### config.mk
export PLATFORM = sky130hd
export DESIGN_NAME = wesfl_front
export DESIGN_NICKNAME = d
export VERILOG_FILES = /design/src/hw/rtl/wesfl_pkg.sv /design/src/hw/rtl/wesfl_front.sv
export SDC_FILE = /design/constraint.sdc
export NUM_CORES = 1
export LEC_CHECK = 0
export BUFFER_PORTS_ARGS = -buffer_cell sky130_fd_sc_hd__buf_2
export CORE_UTILIZATION = 26
export DETAILED_ROUTE_END_ITERATION = 12
export PLACE_DENSITY = 0.8
export SLEW_MARGIN = 40
export SYNTH_ARGS = -nofsm -noshare
export SYNTH_HDL_FRONTEND = slang
export SYNTH_SLANG_ARGS = --single-unit
### constraint.sdc
create_clock -name vclk -period 1.7
set_clock_uncertainty 0.2 [all_clocks]
set_input_delay 0.255 -clock vclk [all_inputs]
set_output_delay 0.255 -clock vclk [all_outputs]
set_load 0.02 [all_outputs]
### src/hw/rtl/wesfl_pkg.sv
// shared types, codes and constants of the wheel end-stop force limiter
`default_nettype none
package wesfl_pkg;

  // field widths
  localparam int POS_W   = 14;
  localparam int REQ_W   = 16;
  localparam int FORCE_W = 15;
  localparam int RANGE_W = 10;
  localparam int GAIN_W  = 14;
  localparam int BND_W   = 13;
  localparam int CFG_W   = 14;
  localparam int CFG_IDX_W = 3;

  // input item packing
  localparam int IN_TDATA_W = 56;
  localparam int IN_TUSER_W = 2;
  // result item packing
  localparam int OUT_TDATA_W = 32;
  localparam int OUT_TUSER_W = 3;

  // limits
  localparam int FORCE_LIMIT = 10000;
  localparam logic [RANGE_W-1:0] FULL_RANGE = RANGE_W'(900);
  localparam logic [RANGE_W-1:0] MIN_RANGE  = RANGE_W'(40);

  // scaling: every divide by 1e4 is a reciprocal multiply, exact for inputs
  // below 2^DIV_IN_W; the divide by 1e8 is split into two of them
  localparam int DIV_SCALE   = 10000;
  localparam int PROD_W      = 2 * GAIN_W;
  localparam int DIV_IN_W    = 29;
  localparam int RECIP_W     = 30;
  localparam int RECIP_SHIFT = 43;
  localparam logic [RECIP_W-1:0] RECIP_1E4 = RECIP_W'(879609303);
  localparam int QUOT_W      = DIV_IN_W + RECIP_W - RECIP_SHIFT;
  localparam int REM_W       = 14;
  localparam int SUM_W       = QUOT_W + 1;

  // queue between front and back
  localparam int FIFO_DEPTH = 2;
  localparam int FIFO_PTR_W = 1;
  localparam int FIFO_CNT_W = 2;

  // register reset values
  localparam logic [GAIN_W-1:0] RST_OVERALL_GAIN  = GAIN_W'(10000);
  localparam logic [GAIN_W-1:0] RST_PERIODIC_GAIN = GAIN_W'(10000);
  localparam logic [BND_W-1:0]  RST_BOUNDARY      = BND_W'(3000);
  localparam logic [POS_W-1:0]  RST_ENGAGE_LOW    = POS_W'(256);
  localparam logic [POS_W-1:0]  RST_RELEASE_LOW   = POS_W'(1024);
  localparam logic [POS_W-1:0]  RST_ENGAGE_HIGH   = POS_W'(16127);
  localparam logic [POS_W-1:0]  RST_RELEASE_HIGH  = POS_W'(15359);

  typedef enum logic [IN_TUSER_W-1:0] {
    KIND_POSITION = 2'd0,
    KIND_FORCE    = 2'd1,
    KIND_RANGE    = 2'd2,
    KIND_STOP_ALL = 2'd3
  } kind_t;

  typedef enum logic [OUT_TUSER_W-1:0] {
    ACT_SET_FORCE = 3'd0,
    ACT_STOP_SLOT = 3'd1,
    ACT_SET_RANGE = 3'd2,
    ACT_STOP_ALL  = 3'd3,
    ACT_REJECTED  = 3'd4
  } action_t;

  typedef enum logic [CFG_IDX_W-1:0] {
    CFG_OVERALL_GAIN  = 3'd0,
    CFG_PERIODIC_GAIN = 3'd1,
    CFG_BOUNDARY      = 3'd2,
    CFG_ENGAGE_LOW    = 3'd3,
    CFG_RELEASE_LOW   = 3'd4,
    CFG_ENGAGE_HIGH   = 3'd5,
    CFG_RELEASE_HIGH  = 3'd6
  } cfg_reg_t;

  typedef enum logic [1:0] {
    LOCK_NONE = 2'd0,
    LOCK_LOW  = 2'd1,
    LOCK_HIGH = 2'd2
  } lock_t;

  // classified command handed from front to back
  typedef enum logic [2:0] {
    OP_POSITION = 3'd0,
    OP_FORCE    = 3'd1,
    OP_RANGE    = 3'd2,
    OP_REJECT   = 3'd3,
    OP_STOP_ALL = 3'd4
  } op_t;

  typedef struct packed {
    op_t                        op;
    logic [POS_W-1:0]           position;
    logic signed [FORCE_W-1:0]  force_req;
    logic signed [FORCE_W-1:0]  periodic_req;
    logic [RANGE_W-1:0]         range_req;
  } cmd_t;

  // one result item
  typedef struct packed {
    action_t                    action;
    logic signed [FORCE_W-1:0]  force_value;
    logic [RANGE_W-1:0]         range_value;
    logic                       last;
  } result_t;

endpackage
`default_nettype wire

### src/hw/rtl/wesfl_front.sv
// front end: accepts input items, clamps requests and classifies them
`default_nettype none
module wesfl_front (
  input  wire logic                                s_tvalid,
  output logic                                     s_tready,
  input  wire logic [wesfl_pkg::IN_TDATA_W-1:0]    s_tdata,
  input  wire logic [wesfl_pkg::IN_TUSER_W-1:0]    s_tuser,
  input  wire logic                                q_full,
  output logic                                     q_push,
  output wesfl_pkg::cmd_t                          q_cmd
);

  logic [wesfl_pkg::POS_W-1:0]          position;
  logic signed [wesfl_pkg::REQ_W-1:0]   force_request;
  logic signed [wesfl_pkg::REQ_W-1:0]   periodic_request;
  logic [wesfl_pkg::RANGE_W-1:0]        range_request;
  wesfl_pkg::kind_t                     kind;

  function automatic logic signed [wesfl_pkg::FORCE_W-1:0] clamp_req(
    input logic signed [wesfl_pkg::REQ_W-1:0] v
  );
    logic signed [wesfl_pkg::FORCE_W-1:0] r;
    if (v > wesfl_pkg::REQ_W'(wesfl_pkg::FORCE_LIMIT)) begin
      r = wesfl_pkg::FORCE_W'(wesfl_pkg::FORCE_LIMIT);
    end else if (v < -wesfl_pkg::REQ_W'(wesfl_pkg::FORCE_LIMIT)) begin
      r = -wesfl_pkg::FORCE_W'(wesfl_pkg::FORCE_LIMIT);
    end else begin
      r = v[wesfl_pkg::FORCE_W-1:0];
    end
    return r;
  endfunction

  assign position         = s_tdata[13:0];
  assign force_request    = s_tdata[29:14];
  assign periodic_request = s_tdata[45:30];
  assign range_request    = s_tdata[55:46];
  assign kind             = wesfl_pkg::kind_t'(s_tuser);

  assign s_tready = !q_full;
  assign q_push   = s_tvalid && !q_full;

  always_comb begin
    q_cmd.position     = position;
    q_cmd.force_req    = clamp_req(force_request);
    q_cmd.periodic_req = clamp_req(periodic_request);
    q_cmd.range_req    = range_request;
    case (kind)
      wesfl_pkg::KIND_POSITION: q_cmd.op = wesfl_pkg::OP_POSITION;
      wesfl_pkg::KIND_FORCE:    q_cmd.op = wesfl_pkg::OP_FORCE;
      wesfl_pkg::KIND_RANGE: begin
        // out-of-window ranges are rejected here so the back never checks
        if (range_request < wesfl_pkg::MIN_RANGE || range_request > wesfl_pkg::FULL_RANGE) begin
          q_cmd.op = wesfl_pkg::OP_REJECT;
        end else begin
          q_cmd.op = wesfl_pkg::OP_RANGE;
        end
      end
      wesfl_pkg::KIND_STOP_ALL: q_cmd.op = wesfl_pkg::OP_STOP_ALL;
      default:                  q_cmd.op = wesfl_pkg::OP_STOP_ALL;
    endcase
  end

endmodule
`default_nettype wire

Word level (Yosys, flattened, before mapping)
Index checks and enable logic that the tools add are counted.
{"block": "op_classes", "n_reduce_logical": 4, "muxes": 6, "order_cmp": 6, "n_eq_ne": 3}
{"cell": "2-to-1 mux 15 bit", "count": 4}
{"cell": "greater-than comparator 16 x 15 -> 1 bit (second input constant)", "count": 2}
{"cell": "< comparator 16 x 15 -> 1 bit (second input constant)", "count": 2}
{"cell": "case mux 3 bit (4 select lines)", "count": 1}
{"cell": "greater-than comparator 10 bit (second input constant)", "count": 1}
{"cell": "< comparator 10 x 6 -> 1 bit (second input constant)", "count": 1}
{"cell": "equality test 2 bit (second input constant)", "count": 2}
{"cell": "equality test 2 x 1 -> 1 bit (second input constant)", "count": 1}
{"cell": "logical NOT 2 bit", "count": 1}
{"cell": "logical AND 1 bit", "count": 1}
{"cell": "logical NOT 1 bit", "count": 1}
{"cell": "logical OR 1 bit", "count": 1}
{"cell": "2-to-1 mux 1 bit", "count": 1}
{"block": "totals", "input_bits": 60, "wordCells": 19, "regBits": 0, "out_inout_bits": 59}

Longest topological paths before layout
{"block": "depth", "ltp_word": 4, "depth_mapped": 5, "ltp_nobuf": 4}

Worst setup path before layout
OpenSTA, ideal clock, no wires.
{"block": "synth_timing", "path_kind": "input to output", "from": "input s_tdata[28] (netlist name)", "to": "output q_cmd[25] (netlist name)", "path_buffers": 0, "t_arrival_ns": 1.611, "required_time_ns": 1.245, "stages": 4, "setup_slack_ns": -0.366, "path_cell_list": "or4_4 > o22ai_2 > a221oi_2 > nor3b_1"}
{"item": "from (decl)", "line_no": "wesfl_front.sv:6", "text": "input wire logic [wesfl_pkg::IN_TDATA_W-1:0] s_tdata,"}
{"item": "to (decl)", "line_no": "wesfl_front.sv:10", "text": "output wesfl_pkg::cmd_t q_cmd"}

==> results.sh <==
export IMPL_finalCritPeriodShare=1.24
export IMPL_place_inst=226
export IMPL_io_buffers=91
export IMPL_ir_drop_mv=0.241
export IMPL_grt_pass1_vias=1025
export IMPL_max_freq_mhz=474
export IMPL_initial_core_util=0.281
export IMPL_avgSynthCellArea_um2=6.44
export IMPL_antenna_left=0
export IMPL_violations="negative setup slack"
export IMPL_crit_type="in -> out"
export IMPL_fin_cells=231
export IMPL_synthAdderAreaFrac=0
export IMPL_status="finished, violations left"
export IMPL_tightest_slew_ps=409
export IMPL_grt_pass1_wl_um=4420
export IMPL_synth_xor_area_frac=0
export IMPL_vias=1137
export IMPL_p_per_area_nw_per_um2=363
export IMPL_grt_max_degree=8
export IMPL_arrival_ps=1650
export IMPL_core_area_um2=2520
export IMPL_row_count=18
export IMPL_final_setup_tns_ps=-8780
export IMPL_die_h_um=54.2
export IMPL_synthMuxAreaShare=0
export IMPL_dieArea_um2=2940
export IMPL_synth_simple_gate_area_frac=0.343
export IMPL_p_leak_nw=0.810
export IMPL_start_kind="input pin"
export IMPL_finalPower_uw=563
export IMPL_dp_slack_ps=-472
export IMPL_drc=0
export IMPL_final_common_cell="buf_2"
export IMPL_antenna_found_initial=0
export IMPL_synth_compound_area_frac=0.322
export IMPL_die_x_um=54.2
export IMPL_final_util=0.615
export IMPL_n_antenna_cell=0
export IMPL_postLayoutCellArea_um2=1550
export IMPL_crit_required_ps=1240
export IMPL_drt_iter0_markers=13
export IMPL_hpwl_um=2320
export IMPL_slew_violations=0
export IMPL_synth_cell_type_count=35
export IMPL_hold_viol_final=0
export IMPL_yosysSeqAreaShare=0
export IMPL_rsz0062_at_grt="true"
export IMPL_num_clock_buffers=0
export IMPL_drv_cap=0
export IMPL_synth_top_family_by_area="simple AND/OR/NAND/NOR gates"
export IMPL_dpl_instance_area_um2=1300
export IMPL_avgRoutedWirePerCell_um=14.0
export IMPL_syn_inst=110
export IMPL_setup_violations=28
export IMPL_most_common_layout_cells="buf_2 (61), buf_4 (32), buf_6 (25), inv_1 (9)"
export IMPL_relSlewSlack=0.727
export IMPL_layout_nets=263
export IMPL_viasPerCell=4.92
export IMPL_min_period_ps=2110
export IMPL_gp_congestion=0.849
export IMPL_whs_ps=310
export IMPL_worstPathMaxFanout=6
export IMPL_hold_path_class="in -> out"
export IMPL_yosysWarnings=0
export IMPL_overflow=0
export IMPL_firstDrtPassIters=4
export IMPL_grt_use_total=0.202
export IMPL_syn2layout_area_growth_pct=119
export IMPL_mappedNetlistNets=170
export IMPL_drive_gt1_frac=0.746
export IMPL_regArea_um2=0
export IMPL_wl_um=3230
export IMPL_cp_end_kind="output pin"
export IMPL_setup_slack_ps=-409
export IMPL_nFlopsAndLatches=0
export IMPL_pin_count=119
export IMPL_syn_area_um2=708
[report_power, final]
group | switching, mW | total, mW | internal, mW
sequential | 0 | 0 | 0
combinational | 0.282 | 0.563 | 0.282
clock | 0 | 0 | 0
total | 0.282 | 0.563 | 0.282
[cell families (layout without fill, tap and decap cells)]
family,Yosys count,in the layout
AO/OA/AOI/OAI,33,33
buffers and inverters,37,128
AND/OR/NAND/NOR,40,40
[final timing paths]
| path | startpoint | to | slack, ps | cells after the start |
|---|---|---|---|---|
| min | s_tdata[13] | q_cmd[53] | 310 | 0 |
| max | s_tdata[19] | q_cmd[25] | -410 | 7 |
[area by class of cell]
cell class         instances  area, um^2
inverters                  9        33.8
repair buffers           119         842
well taps                 30        37.5
fillers                  226         971
multi-input cells         73         638
[cell usage after synthesis, types with 3 or more instances]
cell type,number,area (um^2)
nor4_1,3,18.8
and3_1,5,31.3
nand2_1,3,11.3
nor3b_1,3,22.5
a21oi_1,8,40.0
o21a_1,5,37.5
a21o_1,4,30.0
buf_4,24,180
nor2_1,6,22.5
o21ai_0,7,35.0
nor2b_1,3,18.8
nand4_1,4,25.0
inv_1,9,33.8
[worst max-delay path: stages]
cell and delay (ps):
buf_8 100, or4_4 530, o22ai_2 160, a221oi_2 100, buf_4 190, nor3b_2 170, buf_4 160
[routing by layer]
layer / share of wire / global-route usage / vias up
met1: 0.36 / 0.199 / 497
met2: 0.52 / 0.425 / 78
met3: 0.12 / 0.0508 / 2
met5: 0 / 0 / -
li1: - / - / 560
met4: 0.0050 / 0.0128 / 0
[repair_timing]
item                                    4_1_cts  5_1_grt
gates cloned                                  1        0
endpoints found under the setup margin       28       29
pin swaps                                    14        6
resized for setup                            57        5
endpoints found under the hold margin         0        0
hold buffers                                  0        0
setup buffers                                 2        2
Note: power is estimated with default switching activity, not from simulation.
