`src/hw/rtl/wesfl_pkg.sv`:
```
// shared types, codes and constants of the wheel end-stop force limiter
`default_nettype none
package wesfl_pkg;

  // field widths
  localparam int POS_W   = 14;
  localparam int REQ_W   = 16;
  localparam int FORCE_W = 15;
  localparam int RANGE_W = 10;
  localparam int GAIN_W  = 14;
  localparam int BND_W   = 13;
  localparam int CFG_W   = 14;
  localparam int CFG_IDX_W = 3;

  // input item packing
  localparam int IN_TDATA_W = 56;
  localparam int IN_TUSER_W = 2;
  // result item packing
  localparam int OUT_TDATA_W = 32;
  localparam int OUT_TUSER_W = 3;

  // limits
  localparam int FORCE_LIMIT = 10000;
  localparam logic [RANGE_W-1:0] FULL_RANGE = RANGE_W'(900);
  localparam logic [RANGE_W-1:0] MIN_RANGE  = RANGE_W'(40);

  // scaling: every divide by 1e4 is a reciprocal multiply, exact for inputs
  // below 2^DIV_IN_W; the divide by 1e8 is split into two of them
  localparam int DIV_SCALE   = 10000;
  localparam int PROD_W      = 2 * GAIN_W;
  localparam int DIV_IN_W    = 29;
  localparam int RECIP_W     = 30;
  localparam int RECIP_SHIFT = 43;
  localparam logic [RECIP_W-1:0] RECIP_1E4 = RECIP_W'(879609303);
  localparam int QUOT_W      = DIV_IN_W + RECIP_W - RECIP_SHIFT;
  localparam int REM_W       = 14;
  localparam int SUM_W       = QUOT_W + 1;

  // queue between front and back
  localparam int FIFO_DEPTH = 2;
  localparam int FIFO_PTR_W = 1;
  localparam int FIFO_CNT_W = 2;

  // register reset values
  localparam logic [GAIN_W-1:0] RST_OVERALL_GAIN  = GAIN_W'(10000);
  localparam logic [GAIN_W-1:0] RST_PERIODIC_GAIN = GAIN_W'(10000);
  localparam logic [BND_W-1:0]  RST_BOUNDARY      = BND_W'(3000);
  localparam logic [POS_W-1:0]  RST_ENGAGE_LOW    = POS_W'(256);
  localparam logic [POS_W-1:0]  RST_RELEASE_LOW   = POS_W'(1024);
  localparam logic [POS_W-1:0]  RST_ENGAGE_HIGH   = POS_W'(16127);
  localparam logic [POS_W-1:0]  RST_RELEASE_HIGH  = POS_W'(15359);

  typedef enum logic [IN_TUSER_W-1:0] {
    KIND_POSITION = 2'd0,
    KIND_FORCE    = 2'd1,
    KIND_RANGE    = 2'd2,
    KIND_STOP_ALL = 2'd3
  } kind_t;

  typedef enum logic [OUT_TUSER_W-1:0] {
    ACT_SET_FORCE = 3'd0,
    ACT_STOP_SLOT = 3'd1,
    ACT_SET_RANGE = 3'd2,
    ACT_STOP_ALL  = 3'd3,
    ACT_REJECTED  = 3'd4
  } action_t;

  typedef enum logic [CFG_IDX_W-1:0] {
    CFG_OVERALL_GAIN  = 3'd0,
    CFG_PERIODIC_GAIN = 3'd1,
    CFG_BOUNDARY      = 3'd2,
    CFG_ENGAGE_LOW    = 3'd3,
    CFG_RELEASE_LOW   = 3'd4,
    CFG_ENGAGE_HIGH   = 3'd5,
    CFG_RELEASE_HIGH  = 3'd6
  } cfg_reg_t;

  typedef enum logic [1:0] {
    LOCK_NONE = 2'd0,
    LOCK_LOW  = 2'd1,
    LOCK_HIGH = 2'd2
  } lock_t;

  // classified command handed from front to back
  typedef enum logic [2:0] {
    OP_POSITION = 3'd0,
    OP_FORCE    = 3'd1,
    OP_RANGE    = 3'd2,
    OP_REJECT   = 3'd3,
    OP_STOP_ALL = 3'd4
  } op_t;

  typedef struct packed {
    op_t                        op;
    logic [POS_W-1:0]           position;
    logic signed [FORCE_W-1:0]  force_req;
    logic signed [FORCE_W-1:0]  periodic_req;
    logic [RANGE_W-1:0]         range_req;
  } cmd_t;

  // one result item
  typedef struct packed {
    action_t                    action;
    logic signed [FORCE_W-1:0]  force_value;
    logic [RANGE_W-1:0]         range_value;
    logic                       last;
  } result_t;

endpackage
`default_nettype wire

```
`src/hw/rtl/wesfl_fifo.sv`:
```
// short command queue between front and back
`default_nettype none
module wesfl_fifo (
  input  wire logic             clk,
  input  wire logic             rst,
  input  wire logic             push,
  input  wire wesfl_pkg::cmd_t  push_cmd,
  output logic                  full,
  input  wire logic             pop,
  output logic                  not_empty,
  output wesfl_pkg::cmd_t       head
);

  wesfl_pkg::cmd_t                   mem [wesfl_pkg::FIFO_DEPTH];
  logic [wesfl_pkg::FIFO_PTR_W-1:0]  wr_ptr;
  logic [wesfl_pkg::FIFO_PTR_W-1:0]  rd_ptr;
  logic [wesfl_pkg::FIFO_CNT_W-1:0]  count;

  assign full      = (count == wesfl_pkg::FIFO_CNT_W'(wesfl_pkg::FIFO_DEPTH));
  assign not_empty = (count != '0);
  assign head      = mem[rd_ptr];

  always_ff @(posedge clk) begin
    if (push) begin
      mem[wr_ptr] <= push_cmd;
    end
  end

  always_ff @(posedge clk) begin
    if (rst) begin
      wr_ptr <= '0;
      rd_ptr <= '0;
      count  <= '0;
    end else begin
      if (push) begin
        wr_ptr <= wr_ptr + 1'b1;
      end
      if (pop) begin
        rd_ptr <= rd_ptr + 1'b1;
      end
      case ({push, pop})
        2'b10:   count <= count + 1'b1;
        2'b01:   count <= count - 1'b1;
        default: count <= count;
      endcase
    end
  end

endmodule
`default_nettype wire

```
`config.mk`:
```
export PLATFORM = sky130hd
export DESIGN_NAME = wesfl_fifo
export DESIGN_NICKNAME = d
export VERILOG_FILES = /design/src/hw/rtl/wesfl_pkg.sv /design/src/hw/rtl/wesfl_fifo.sv
export SDC_FILE = /design/constraint.sdc
export NUM_CORES = 1
export LEC_CHECK = 0
export ABC_CLOCK_PERIOD_IN_PS = 7600
export BUFFER_PORTS_ARGS = -buffer_cell sky130_fd_sc_hd__buf_2
export CAP_MARGIN = 40
export CORE_ASPECT_RATIO = 1.4
export CORE_UTILIZATION = 42
export CTS_CLUSTER_SIZE = 14
export DETAILED_ROUTE_END_ITERATION = 7
export HOLD_SLACK_MARGIN = 0.06
export PLACE_DENSITY = 0.66
export SKIP_LAST_GASP = 1
export SYNTH_ARGS = -nofsm -noshare
export SYNTH_HDL_FRONTEND = slang
export SYNTH_SLANG_ARGS = --single-unit
```
`constraint.sdc`:
```
create_clock -name clk -period 7.6 [get_ports clk]
set_input_delay 1.14 -clock clk [delete_from_list [all_inputs] [get_ports clk]]
set_output_delay 1.14 -clock clk [all_outputs]
set_load 0.01 [all_outputs]
```
; ---- Word level (Yosys, flattened, before mapping)
; Memory sizes are Yosys's and may differ from the RTL's. A register that Yosys moved wholly into a read port is not among the register bits.
; Cells that the tools add are included.
[totals]
ff_bits = 4
ramBits = 114
input_bits = 61
output_inout_bits = 59
word_cells = 18
n_memories = 1
[memory_table]
columns = memory, depth, word_bits, read_ports, rd_clocked_by_memory_dff, wr, line_no
row1 = mem, 2, 57, 1, 1, 1, wesfl_fifo.sv:14  ; wesfl_pkg::cmd_t mem [wesfl_pkg::FIFO_DEPTH];
[op_classes]
n_addsub = 4
eq_ne = 3
n_mux = 5
n_reduce_logical = 2
[ops]
columns = cell, count
row1 = $eq 2x2->1 const B, 2
row2 = $mux 1, 4
row3 = $pmux 2 s2, 1
row4 = $reduce_bool 2->1, 2
row5 = $add 1x1->1 const B, 2
row6 = $add 2x1->2 const B, 1
row7 = $eq 2x1->1 const B, 1
row8 = $sub 2x1->2 const B, 1

; ---- Logic depth before layout (Yosys ltp)
; Gate-level depths: netlist of the first run.
[depth]
word_depth = 3
ltp_mapped = 5
ltp_nobuf = 5

; ---- Worst setup path before layout of the first run
; No wires, ideal clock.
[synth_path]
path_kind = input to register
start = input push
end = memory mem[0][0] (netlist name) (enable)
setup_time_ps = 473
arrival_time_ps = 3590
required_time_ps = 7127
setup_slack_ps = 3536
stages = 2
path_buffers = 0
path_cell_list = inv_1 nor2_1
[synth_via]
elab_chain_cells = 2
[synth_lines]
columns = item, line_no
row1 = start: declaration, wesfl_fifo.sv:6  ; input wire logic push,
row2 = $mux 1, wesfl_fifo.sv:24  ; if (push) begin
row3 = $mux 1 (implied by the code), wesfl_fifo.sv:25  ; mem[wr_ptr] <= push_cmd;
row4 = end: declaration, wesfl_fifo.sv:14
; Every way passes these cells.

==> results of run 1 <==
worst min path at each step:
stage                          startpoint                    end  slack (ns)  cells after the start
global placement    count[1]$_SDFFE_PP0P_  count[1]$_SDFFE_PP0P_        0.48                      2
finish                rd_ptr$_SDFFE_PP0P_    rd_ptr$_SDFFE_PP0P_        0.51                      2
CTS                   rd_ptr$_SDFFE_PP0P_    rd_ptr$_SDFFE_PP0P_        0.52                      2
floorplan           count[1]$_SDFFE_PP0P_  count[1]$_SDFFE_PP0P_        0.46                      2
detailed placement    rd_ptr$_SDFFE_PP0P_    rd_ptr$_SDFFE_PP0P_        0.50                      2
global route          rd_ptr$_SDFFE_PP0P_    rd_ptr$_SDFFE_PP0P_        0.56                      2
cells by family (layout without fill, tap and decap cells):
group | count (synthesis) | after routing | synth area share
AOI/OAI and AO/OA | 2 | 2 | 0.00232
buffers and inverters | 7 | 155 | 0.00958
adders and majority gates | 1 | 1 | 0.00290
and+or+nand+nor | 9 | 9 | 0.0107
muxes | 57 | 57 | 0.149
DFF | 119 | 119 | 0.817
xor gates and xnor gates | 4 | 4 | 0.00813
tightest hold or removal path, cell delays in order (launching register included):
cell	delay (ns)
dfxtp_1	0.32
xnor2_1	0.08
nor2_1	0.08
metrics by stage:
step / instance area, um2 / worst slack [ns] / total power, mW / hold slack, ns / std cells
3_3_place_gp: 5070 / 4.66 / 0.943 / 0.477 / 450
5_1_grt: 5630 / 4.15 / 1.74 / 0.561 / 482
4_1_cts: 5630 / 4.21 / 1.70 / 0.516 / 482
6_report: 5630 / 4.31 / 1.68 / 0.514 / 482
2_1_floorplan: 4310 / 3.54 / 0.879 / 0.456 / 199
3_5_place_dp: 5070 / 4.65 / 0.947 / 0.500 / 450
per-layer routing:
layer	up-vias	GRT usage
li1	1053	-
met1	1083	0.147
met2	73	0.249
met3	5	0.0589
met4	0	0.0707
met5	-	0
flip-flops by register name, indices dropped and copies added (netlist names), named ones only:
signal  flops
mem       114
rd_ptr      1
wr_ptr      1
count       2
cell type report:
type,instances,area share
Tap cell,135,0.0300
Timing Repair Buffer,122,0.110
Multi-Input combinational cell,73,0.134
Sequential cell,119,0.626
Inverter,1,0.000666
Clock inverter,14,0.0240
Clock buffer,18,0.0762
power breakdown:
group          switching, mW  total [mW]  internal [mW]
clock                  0.270       0.747          0.477
sequential            0.0138       0.780          0.766
combinational         0.0769       0.150         0.0733
total                  0.360        1.68           1.32
cell usage in the layout (no fill, tap or decap), drive strengths merged, types with 2 or more instances in the layout:
cell type and instances:
xnor2 3, edfxtp 114, bufinv 2, mux2 57
dfxtp 5, clkbuf 18, nor2 5, clkinv 9
buf 122, clkinvlp 3
==> summary.md, run 1 <==
| Metric | Value |
|---|---|
| Worst r2r path cells | 2 |
| H-tree depth | 4 |
| GRT overflow | 0 |
| Hold buffers post-CTS | 0 |
| CP Launch Type | flip-flop |
| Synth top cells by count | 114 x edfxtp_1, 57 x mux2_2, 5 x dfxtp_1, 5 x nor2_1 |
| Detailed Route WL | 7300 um |
| Reg2reg end | mem[1][36]$_DFFE_PP_ |
| CP Max Fanout | 36 |
| Reg-to-Reg Start | wr_ptr$_SDFFE_PP0P_ |
| Setup repair bufs after CTS | 0 |
| Site Rows | 43 |
| I/O Buffers | 119 |
| Drt wl/cell | 15.2 um |
| Post-synth cell types | 16 |
| Worst slew pin tran | 0.774 ns |
| Area of the multi-input gates | 754 um2 |
| GP Congestion | 0.667 |
| Dpl hpwl | 4530 um |
| Reg2reg setup slack | 6.02 ns |
| Nature of the critical path endpoint | output port |
| Register Area | 3520 um2 |
| Post-synth EDFFs | 114 |
| Max incr delay on CP | 0.65 ns |
| Worst hold path class | reg -> reg |
| Num Clock Sinks | 119 |
| Synth top area share | 0.794 |
| Final Util | 0.566 |
| Post-synth ARST share | 0 |
| Post-DRT Antenna Nets | 0 |
| Post-CTS resize count | 0 |
| Pleak | 2.13 nW |
| Initial Utilization | 0.433 |
| Final Cycle Share | 0.433 |
| Maximum number of pins on one net before global-route repair | 58 |
| Drc violations | 0 |
| Mapped Area | 4310 um2 |
| Nets | 396 |
| Max Cap Viol | 0 |
| Main flop type after synthesis | edfxtp_1 |
| Critical path endpoint | head[51] |
| Syn Nets | 261 |
| Antenna cells | 0 |
| Outcome | finished clean |
| Setup TNS | 0 ns |
| Count leader, synth | edfxtp_1 |
| Area grow syn2layout | 30.7% |
| Slew margin rel. | 0.484 |
| Mean area per synthesized cell | 21.7 um2 |
| CP max-delay cell | dfxtp_2 |
| Crit-path cells | buf_4 > mux2_2 > buf_2 |
| Fillers | 802 |
| Syn Inst Count | 199 |
| Unrepaired setup endpoints after global routing | false |
| Cts bufs inserted | 17 |
| Core area | 9950 um2 |
| Area leader, netlist | edfxtp_1 |
| Pwr dens | 298 nW/um2 |
| Met3 routed WL | 408 um |
| DIE AREA | 10,700 um2 |
| CTS tree | done |
| Worst Path Buf+Inv | 2 |
| Cell family with most CP delay | buffers and inverters |
| DR top layer | met4 |
| Die H | 122 um |
| Tmin final | 3.29 ns |
| Routed wl met2 | 3960 um |
| Critical path class | reg -> out |
| First-pass GRT wire length | 10,900 um |
| Maximum buffer depth of the clock tree | 2 |
| Worst path depth | 3 |
| Synth Register Bits | 119 |
| Via Count | 2,214 |
| Ys Warns | 0 |
| Layout cells sized above 1 | 0.611 |
| Fin. Hold Viols | 0 |
| IO Pins | 120 |
| Vias in the first global route | 2,351 |
| Metal1 wirelength | 2840 um |
| Setup Skew | 0.00610 ns |
| Initial antenna violation count | 0 |
| Maximum clock frequency | 304 MHz |
| Leading post-synthesis cells by cell area | edfxtp_1 79%, mux2_2 15%, dfxtp_1 2.3% |
| Vias per cell | 4.59 |
| Worst Path Required | 6.46 ns |
| Total track usage | 0.143 |
| Sequential fraction of the synthesis area | 0.817 |
| CP arrival | 2.15 ns |
| Detailed Route Iter0 Violations | 56 |
| Peak supply drop | 0.156 mV |
| Pins Over Slew Limit | 0 |
| Clk slew on worst S/H paths | 0.05 ns |
| Detailed Routing Iterations Pass 1 | 3 |
| Clk Latency, worst-skew pair | 0.39 ns |
| Die X | 87.6 um |
| Clock root buffer | clkbuf_16 |
| Final setup violation count | 0 |
(Power assumes the default switching activity.)
==> run 2: changes to the inputs <==
Settings changed: ABC_CLOCK_PERIOD_IN_PS 7600 to 3200.
Clock period 7.6 ns to 3.2 ns, I/O delays scaled along.
==> run 2 against run 1 <==
  * Cell area fell by 1.1%
  * Combinational power rose by 140%
  * Non-clock buffer count rose by 1
  * Clock power rose by 100%
  * Setup slack got worse by 3.5 ns
  * Wire length rose by 2.9%
  * Largest cell class unchanged
==> summary.md, run 2 (synthesis results as in run 1) <==
| Metric | Value |
|---|---|
| Outcome | finished clean (unchanged) |
| Hold buffers post-CTS | 0 (unchanged) |
| Drt wl/cell | 15.7 um (was 15.2 um) |
| Detailed Route WL | 7520 um (was 7300 um) |
| GP Congestion | 0.672 (was 0.667) |
| Post-DRT Antenna Nets | 0 (unchanged) |
| Maximum clock frequency | 420 MHz |
| Antenna cells | 0 (unchanged) |
| Critical path class | reg -> out (unchanged) |
| CP arrival | 1.90 ns (was 2.15 ns) |
| Reg-to-Reg Start | wr_ptr$_SDFFE_PP0P_ (unchanged) |
| Site Rows | 43 (unchanged) |
| Dpl hpwl | 4900 um (was 4530 um) |
| Area grow syn2layout | 29.3% (was 30.7%) |
| Setup Skew | 0.00751 ns (was 0.00610 ns) |
| Setup repair bufs after CTS | 0 (unchanged) |
| Cts bufs inserted | 17 (unchanged) |
| Most common cell after layout, fill and taps aside | buf_2 (unchanged) |
| Max Cap Viol | 0 (unchanged) |
| H-tree depth | 4 (unchanged) |
| CP Launch Type | flip-flop (unchanged) |
| Final Cycle Share | 0.745 |
| Clk Latency, worst-skew pair | 0.39 ns (about the same) |
| Via Count | 2,227 (was 2,214) |
| Vias per cell | 4.65 (was 4.59) |
| Final Util | 0.560 (was 0.566) |
| Clk slew on worst S/H paths | 0.05 ns (about the same) |
| Design area | 5570 um2 (was 5630 um2) |
| Worst hold path class | in -> reg (was reg -> reg) |
| Most frequent cells in the layout | 119 x buf_2, 114 x edfxtp_1, 57 x mux2_2, 17 x clkbuf_16, 6 x clkinv_1 (was 119 x buf_2, 114 x edfxtp_1, 57 x mux2_2, 17 x clkbuf_16) |
| Hold Crit Endpoint | mem[1][1]$_DFFE_PP_ (was rd_ptr$_SDFFE_PP0P_) |
| Final total power | 3.72 mW (was 1.68 mW) |
| Post-DP Area | 5100 um2 (was 5070 um2) |
| Clock root buffer | clkbuf_16 (unchanged) |
| GRT overflow | 0 (unchanged) |
| Pwr dens | 668 nW/um2 (was 298 nW/um2) |
| Total track usage | 0.150 (was 0.143) |
| Setup TNS | 0 ns (unchanged) |
| Pins Over Slew Limit | 0 (unchanged) |
| Worst slew pin tran | 0.736 ns (was 0.774 ns) |
| Unrepaired setup endpoints after global routing | false (unchanged) |
| Nature of the critical path endpoint | output port (unchanged) |
| Post-CTS resize count | 0 (unchanged) |
| Top reg by flops | mem (unchanged) |
| Hold Path Depth | 1 (was 2) |
| Peak supply drop | 0.350 mV (was 0.156 mV) |
| Initial antenna violation count | 1 (was 0) |
| Reg2reg end | mem[1][28]$_DFFE_PP_ (was mem[1][36]$_DFFE_PP_) |
| Die X | 87.6 um (unchanged) |
| DIE AREA | 10,700 um2 (unchanged) |
| Max reg flops | 114 (unchanged) |
| IO Pins | 120 (unchanged) |
| Layout cells sized above 1 | 0.599 (was 0.611) |
| Drc violations | 0 (unchanged) |
| Slew margin rel. | 0.509 (was 0.484) |
| Hold slack | 0.279 ns (was 0.514 ns) |
| HP Start | push_cmd[1] (was rd_ptr$_SDFFE_PP0P_) |
| Worst Path Required | 2.72 ns (was 6.46 ns) |
| Pleak | 2.11 nW (was 2.13 nW) |
| Worst r2r path cells | 2 (unchanged) |
| Core area | 9950 um2 (unchanged) |
| Die H | 122 um (unchanged) |
| Nets | 397 (was 396) |
| Final setup violation count | 0 (unchanged) |
| Reg2reg setup slack | 1.50 ns (was 6.02 ns) |
| Detailed Route Iter0 Violations | 124 (was 56) |
| Biggest regs | mem (114), count (2) (unchanged) |
| Maximum number of pins on one net before global-route repair | 36 (was 58) |
| CP Max Fanout | 35 (was 36) |
| Tmin final | 2.38 ns |
| Vias in the first global route | 2,338 (was 2,351) |
| I/O Buffers | 119 (unchanged) |
| Fillers | 818 (was 802) |
| Detailed Routing Iterations Pass 1 | 4 (was 3) |
| CTS tree | done (unchanged) |
| First-pass GRT wire length | 11,300 um (was 10,900 um) |
| Fin. Hold Viols | 0 (unchanged) |
| Initial Utilization | 0.433 (unchanged) |
| Maximum buffer depth of the clock tree | 2 (unchanged) |
| Num Clock Sinks | 119 (unchanged) |
-- run 2: worst max path at each step --
stage	endpoint	slack (ns)	cells after the start
floorplan	mem[0][0]$_DFFE_PP_	0.78	2
finish	head[21]	0.82	3
CTS	head[21]	0.74	3
detailed placement	head[21]	1.17	3
global placement	head[21]	1.17	3
global route	head[21]	0.70	3
-- run 2: critical path, cell delays in order (launching register included) --
cell,delay [ns]
dfxtp_2,0.69
buf_12,0.30
mux2_2,0.37
buf_2,0.14
-- run 2: routing by layer --
metal  vias to the layer above  track usage  wire length (um)
li1                       1052            -                 -
met1                      1086        0.155              2840
met2                        76        0.261              4140
met3                        11       0.0589               414
met4                         2       0.0779               115
met5                         -            0                 8
-- run 2: cell type report --
| cell class | count | area (um2) | share of cell area |
|---|---|---|---|
| flip-flops and latches | 119 | 3520 | 0.632 |
| multi-input cells | 73 | 754 | 0.135 |
| repair buffers | 123 | 651 | 0.117 |
| clock buffers | 18 | 429 | 0.0770 |
| well taps | 135 | 169 | 0.0303 |
| clock inverters | 10 | 42.5 | 0.00763 |
| inverters | 1 | 3.75 | 0.000673 |
-- run 2: where the power goes --
group	switching [mW]	leakage, nW	internal, mW	total, mW
logic	0.184	0.761	0.181	0.365
clock network	0.561	0.236	0.942	1.50
registers	0.0355	1.11	1.82	1.86
-- run 2: through the flow --
stage / worst slack (ns) / std cells
4_1_cts: 0.745 / 479
3_5_place_dp: 1.17 / 451
5_1_grt: 0.695 / 479
3_3_place_gp: 1.17 / 451
6_report: 0.817 / 479
2_1_floorplan: 0.782 / 199
